`src/sv/battery_soc_display_smoother_assert.svh`:
```
// Assertion macros shared by the display smoother RTL.
// Needs a clk and an active-low arst_n in the scope of each use.
`ifndef BATTERY_SOC_DISPLAY_SMOOTHER_ASSERT_SVH
`define BATTERY_SOC_DISPLAY_SMOOTHER_ASSERT_SVH

`ifndef SYNTH
`define BSDS_ASSERT_ALWAYS(lbl, expr, msg) \
	lbl: assert property (@(posedge clk) disable iff (!arst_n) (expr)) else $error(msg);
`define BSDS_ASSERT_NEXT(lbl, ante, cons, msg) \
	lbl: assert property (@(posedge clk) disable iff (!arst_n) (ante) |=> (cons)) else $error(msg);
`else
`define BSDS_ASSERT_ALWAYS(lbl, expr, msg)
`define BSDS_ASSERT_NEXT(lbl, ante, cons, msg)
`endif

`endif

```
`src/sv/bsds_pkg.sv`:
```
// Shared types and constants for the battery SOC display smoother.
// No dependencies; used by bsds_step and the top level.
package bsds_pkg;

	localparam int unsigned CFG_IDX_W  = 3;
	localparam int unsigned CFG_DATA_W = 32;

	localparam logic [CFG_IDX_W-1:0] REG_ALPHA       = 3'd0;
	localparam logic [CFG_IDX_W-1:0] REG_THRESHOLD   = 3'd1;
	localparam logic [CFG_IDX_W-1:0] REG_MIN_STEP    = 3'd2;
	localparam logic [CFG_IDX_W-1:0] REG_OPPOSE_DIST = 3'd3;
	localparam logic [CFG_IDX_W-1:0] REG_CONF_SHORT  = 3'd4;
	localparam logic [CFG_IDX_W-1:0] REG_CONF_LONG   = 3'd5;
	localparam logic [CFG_IDX_W-1:0] REG_IDLE_MIN    = 3'd6;

	localparam logic [1:0] DIR_IDLE = 2'b00;
	localparam logic [1:0] DIR_CHG  = 2'b01;
	localparam logic [1:0] DIR_DIS  = 2'b11;

	localparam logic [6:0] SOC_MAX = 7'd100;
	localparam logic [7:0] CNT_MAX = 8'd255;

	typedef struct packed {
		logic       take;
		logic       up;
		logic [7:0] cnt;
	} step_ctl_t;

endpackage

```
`src/sv/bsds_step.sv`:
```
// Step decision: confirm counter and one-percent display step control.
// Pure combinational; uses bsds_pkg for direction codes and step_ctl_t.
module bsds_step (
	input  logic [1:0]              dir,
	input  logic [1:0]              prev_dir,
	input  logic [6:0]              target,
	input  logic [6:0]              display,
	input  logic [7:0]              cnt,
	input  logic [31:0]             elapsed,
	input  logic [31:0]             min_step,
	input  logic [35:0]             min_step_x10,
	input  logic [6:0]              oppose_dist,
	input  logic [7:0]              conf_short,
	input  logic [7:0]              conf_long,
	input  logic [6:0]              idle_min,
	output bsds_pkg::step_ctl_t     ctl
);
	import bsds_pkg::*;

	logic signed [7:0] diff;
	logic        [6:0] adiff;
	logic        [7:0] cnt_base;
	logic        [7:0] bump;
	logic              ok_el;
	logic              ok_el10;

	assign diff     = $signed({1'b0, target}) - $signed({1'b0, display});
	assign adiff    = diff[7] ? 7'(-diff) : diff[6:0];
	assign cnt_base = (dir != prev_dir) ? 8'd0 : cnt;
	assign bump     = (cnt_base == CNT_MAX) ? CNT_MAX : cnt_base + 8'd1;
	assign ok_el    = elapsed >= min_step;
	assign ok_el10  = {4'b0, elapsed} >= min_step_x10;

	always_comb begin
		ctl.take = 1'b0;
		ctl.up   = 1'b0;
		ctl.cnt  = 8'd0;
		if (diff == 8'sd0) begin
			ctl.cnt = 8'd0;
		end else if (dir == DIR_CHG) begin
			if (!diff[7]) begin
				ctl.cnt  = cnt_base;
				ctl.take = ok_el;
				ctl.up   = 1'b1;
			end else if (adiff >= oppose_dist) begin
				ctl.cnt = bump;
				if (bump >= conf_short && ok_el) begin
					ctl.take = 1'b1;
					ctl.cnt  = 8'd0;
				end
			end
		end else if (dir == DIR_DIS) begin
			if (diff[7]) begin
				ctl.cnt  = cnt_base;
				ctl.take = ok_el;
			end else if (adiff >= oppose_dist) begin
				ctl.cnt = bump;
				ctl.up  = 1'b1;
				if (bump >= conf_long && ok_el10) begin
					ctl.take = 1'b1;
					ctl.cnt  = 8'd0;
				end
			end
		end else begin
			if (adiff >= idle_min) begin
				ctl.cnt = bump;
				ctl.up  = !diff[7];
				if (bump >= conf_short && ok_el) begin
					ctl.take = 1'b1;
					ctl.cnt  = 8'd0;
				end
			end
		end
	end
endmodule
```
`config.mk`:
```
export PLATFORM = sky130hd
export DESIGN_NAME = bsds_step
export DESIGN_NICKNAME = d
export VERILOG_FILES = /design/src/sv/battery_soc_display_smoother_assert.svh /design/src/sv/bsds_pkg.sv /design/src/sv/bsds_step.sv
export SDC_FILE = /design/constraint.sdc
export NUM_CORES = 1
export LEC_CHECK = 0
export BUFFER_PORTS_ARGS = -buffer_cell sky130_fd_sc_hd__buf_2
export CORE_MARGIN = 3
export CORE_UTILIZATION = 50
export DETAILED_ROUTE_END_ITERATION = 12
export PLACE_DENSITY = 0.86
export SYNTH_ARGS = -nofsm -noshare
export SYNTH_HDL_FRONTEND = slang
export SYNTH_SLANG_ARGS = --single-unit
export TNS_END_PERCENT = 100
```
`constraint.sdc`:
```
create_clock -name vclk -period 6.5
set_input_delay 0.975 -clock vclk [all_inputs]
set_output_delay 0.975 -clock vclk [all_outputs]
set_load 0.02 [all_outputs]
```
==> results.txt <==
----------------------------------------------------
[Run status]
  Run status ... complete, no violations

[Global route]
  First-pass GRT wire length ... 15800 um
  Grt ovf ... 0
  Aggregate global-route resource usage ... a little under a quarter
  Number of antenna violations at the first check in global routing ... 0
  Number of global-route vias before repair ... 3902
  Pin count of the biggest net entering global routing ... 17

[Synth]
  Distinct cell type count of the synthesized netlist ... 58
  Synthesized netlist net count ... approximately 750
  Sequential cell area fraction in the yosys report ... 0%
  Syn avg cell area ... approximately 7.0 um^2
  Synth Warn # ... 0
  Biggest area contributors in the synthesized netlist ... sky130_fd_sc_hd__ha_1 (37%), sky130_fd_sc_hd__inv_1 (11%), sky130_fd_sc_hd__a21oi_1 (5.5%)
  Library cell with the largest summed area after synthesis ... sky130_fd_sc_hd__ha_1
  Post-synthesis instance total ... 492
  Cell area after synthesis ... 3450 um^2
  Portion of synthesized cell area occupied by the leading cell type ... 37.0%

[Placement]
  Worst-case setup slack after placement ... 0.592 ns
  Final Wtd Congestion ... 0.894
  Buffers added on ports ... 166
  Post-DP HPWL ... 8950 um
  Total cell area at the placement stage ... between 4000 and 5000 um^2

[Layout]
  Leading cell type in the layout, fill and taps excluded ... sky130_fd_sc_hd__buf_2
  Nets ... 911
  Inserted Diodes ... 0
  Finished layout cell area ... 4330 um^2
  Layout sequential cell count ... 0
  Clock buffer instance count of the final layout ... 0
  FILL cells ... ~600
  Area taken by flip-flops and latches ... 0 um^2
  P&R area growth vs syn ... 25.7%
  Share of final-layout standard cells stronger than drive strength 1 ... between 20% and 30%
  Commonest non-fill, non-tap cells in the layout ... sky130_fd_sc_hd__buf_2 (166), sky130_fd_sc_hd__inv_1 (102), sky130_fd_sc_hd__ha_1 (102), sky130_fd_sc_hd__a21oi_1 (38), sky130_fd_sc_hd__nand2_1 (32)

[Critical path]
  Critical Path End Type ... primary output
  Req. time, crit path ... 5.52 ns
  Arrival time of the worst setup path ... roughly 5 ns
  Critical path endpoint ... ctl[4]
  Critical path startpoint category ... input port
  Top fanout value on the critical path ... 14
  Class of the most critical setup path ... input port to primary output
  Timing startpoint of the critical path ... target[3]

[Power]
  Switching portion of total power ... 55.1%
  LEAKAGE ... 2.68 nW
  Power share of the sequential group ... 0%
  Cell-internal power ... 0.000170 W
  Switching power ... 0.000208 W
  Maximum vdd drop ... just under 0.0001 V
  Power share of the clock group ... 0%
  Cell Pwr Density ... 87.1 nW/um^2
  Comb pwr share ... 100.0%

[Run]
  Max Cap Viol ... 0

[Routing]
  Number of remaining DRC errors ... 0
  Final wirelength ... 9920 um
  Antenna violation net count after detailed routing ... 0
  Detailed-router iteration count before antenna repair ... 4
  Via count of the routed design ... 4028
  Vias per inst ... 5.54
  Count of routing violations after the opening detailed-route iteration ... about 110
  Average wire per cell in the routed design ... 13.7 um

[Clock network]
  Buffers inserted during post-CTS setup optimization ... 0
  # resized after CTS ... 0
  # hold bufs at CTS ... 0

[Floorplan]
  Num ports ... 166
  Area of the die ... 7930 um^2
  Core Rows ... 29
  Starting Density ... between 50% and 60%
  Die Height ... 89.0 um
  CORE AREA ... ~6500 um^2
  Width of the die ... 89.0 um

[STA]
  Worst slew margin relative to its limit ... 49.3%
  Final Max Tran Viols ... 0
  Fin. Hold Viols ... 0
  Post-layout worst setup margin ... 0.534 ns
  Slew at the pin closest to its max-slew limit ... 0.756 ns
  Unrepaired setup endpoints after global routing ... false
  Final setup violation count ... 0
  Aggregate negative setup slack ... 0 ns
  Worst hold margin ... 2.42 ns
  Min Tclk post-route ... 5.97 ns
  Period utilization ... roughly 90%
  Upper clock frequency limit ... 168 MHz

[Worst hold path]
  Class of the tightest hold or removal check ... input port to primary output
  Cells on Worst Hold Path ... 3

----------------------------------------------------
-- cell families after synthesis --
| kind of cell | count (synthesis) | share of synthesized area (%) |
|---|---|---|
| buffers and inverters | 111 | 12.5 |
| muxes | 3 | 0.871 |
| AOI/OAI and AO/OA | 140 | 27.5 |
| and+or+nand+nor | 120 | 17.8 |
| adders and majority gates | 103 | 37.6 |
| xor gates and xnor gates | 15 | 3.81 |
-- worst min-delay path by stage --
stage	start	endpoint	slack, ns
global placement	cnt[3]	ctl[3]	2.42
floorplan	cnt[4]	ctl[4]	2.18
finish	cnt[3]	ctl[3]	2.42
CTS	cnt[3]	ctl[3]	2.42
detailed placement	cnt[3]	ctl[3]	2.42
global route	cnt[3]	ctl[3]	2.45
-- per-layer routing --
layer	vias up	routed length [um]	GRT usage, %
met5	-	0	0
met4	0	192	5.55
met3	23	709	0.829
met2	173	5070	46.6
met1	1759	3960	28.0
li1	2073	-	-
-- layout make-up --
cell class	instances	area, um^2	area share (%)
inverters	102	383	8.83
multi-input cells	381	3020	69.6
well taps	77	96.3	2.22
repair buffers	167	838	19.3
-- cell usage after synthesis, types with 7 or more instances --
cell type and count:
sky130_fd_sc_hd__a211oi_1 9, sky130_fd_sc_hd__a21o_1 16, sky130_fd_sc_hd__a21oi_1 38, sky130_fd_sc_hd__and3_1 8
sky130_fd_sc_hd__ha_1 102, sky130_fd_sc_hd__inv_1 102, sky130_fd_sc_hd__nand2_1 32, sky130_fd_sc_hd__nand3_1 9
sky130_fd_sc_hd__nand4_1 12, sky130_fd_sc_hd__nor2_1 27, sky130_fd_sc_hd__nor2b_1 7, sky130_fd_sc_hd__o21ai_0 29
sky130_fd_sc_hd__xnor2_1 10
-- stage by stage --
stage | util, % | total power [W] | instances
floorplan | - | 0.000257 | 492
global placement | 66.4 | 0.000357 | 727
detailed placement | 66.4 | 0.000375 | 727
CTS | 66.4 | 0.000378 | 727
global route | 66.4 | 0.000430 | 727
finish | 66.4 | 0.000378 | 727
-- worst max-delay path: stages --
cell and delay, ns:
sky130_fd_sc_hd__buf_2 0.10, sky130_fd_sc_hd__ha_1 0.37, sky130_fd_sc_hd__a21o_1 0.20, sky130_fd_sc_hd__a21oi_1 0.17, sky130_fd_sc_hd__a21oi_1 0.12, sky130_fd_sc_hd__a211o_1 0.45, sky130_fd_sc_hd__nor2_1 0.17, sky130_fd_sc_hd__xnor2_1 0.12
sky130_fd_sc_hd__ha_1 0.32, sky130_fd_sc_hd__nand2_1 0.05, sky130_fd_sc_hd__o21ai_0 0.15, sky130_fd_sc_hd__a31oi_1 0.11, sky130_fd_sc_hd__o21ai_0 0.48, sky130_fd_sc_hd__nand2_1 0.21, sky130_fd_sc_hd__o31a_1 0.36, sky130_fd_sc_hd__a2111oi_2 0.40
sky130_fd_sc_hd__buf_2 0.24
-- power groups by stage --
stage | sequential (W) | clock, W | combinational, W
floorplan | 0 | 0 | 0.000257
global placement | 0 | 0 | 0.000357
detailed placement | 0 | 0 | 0.000375
CTS | 0 | 0 | 0.000378
global route | 0 | 0 | 0.000430
finish | 0 | 0 | 0.000378
Power figures use the tool's default switching activity.
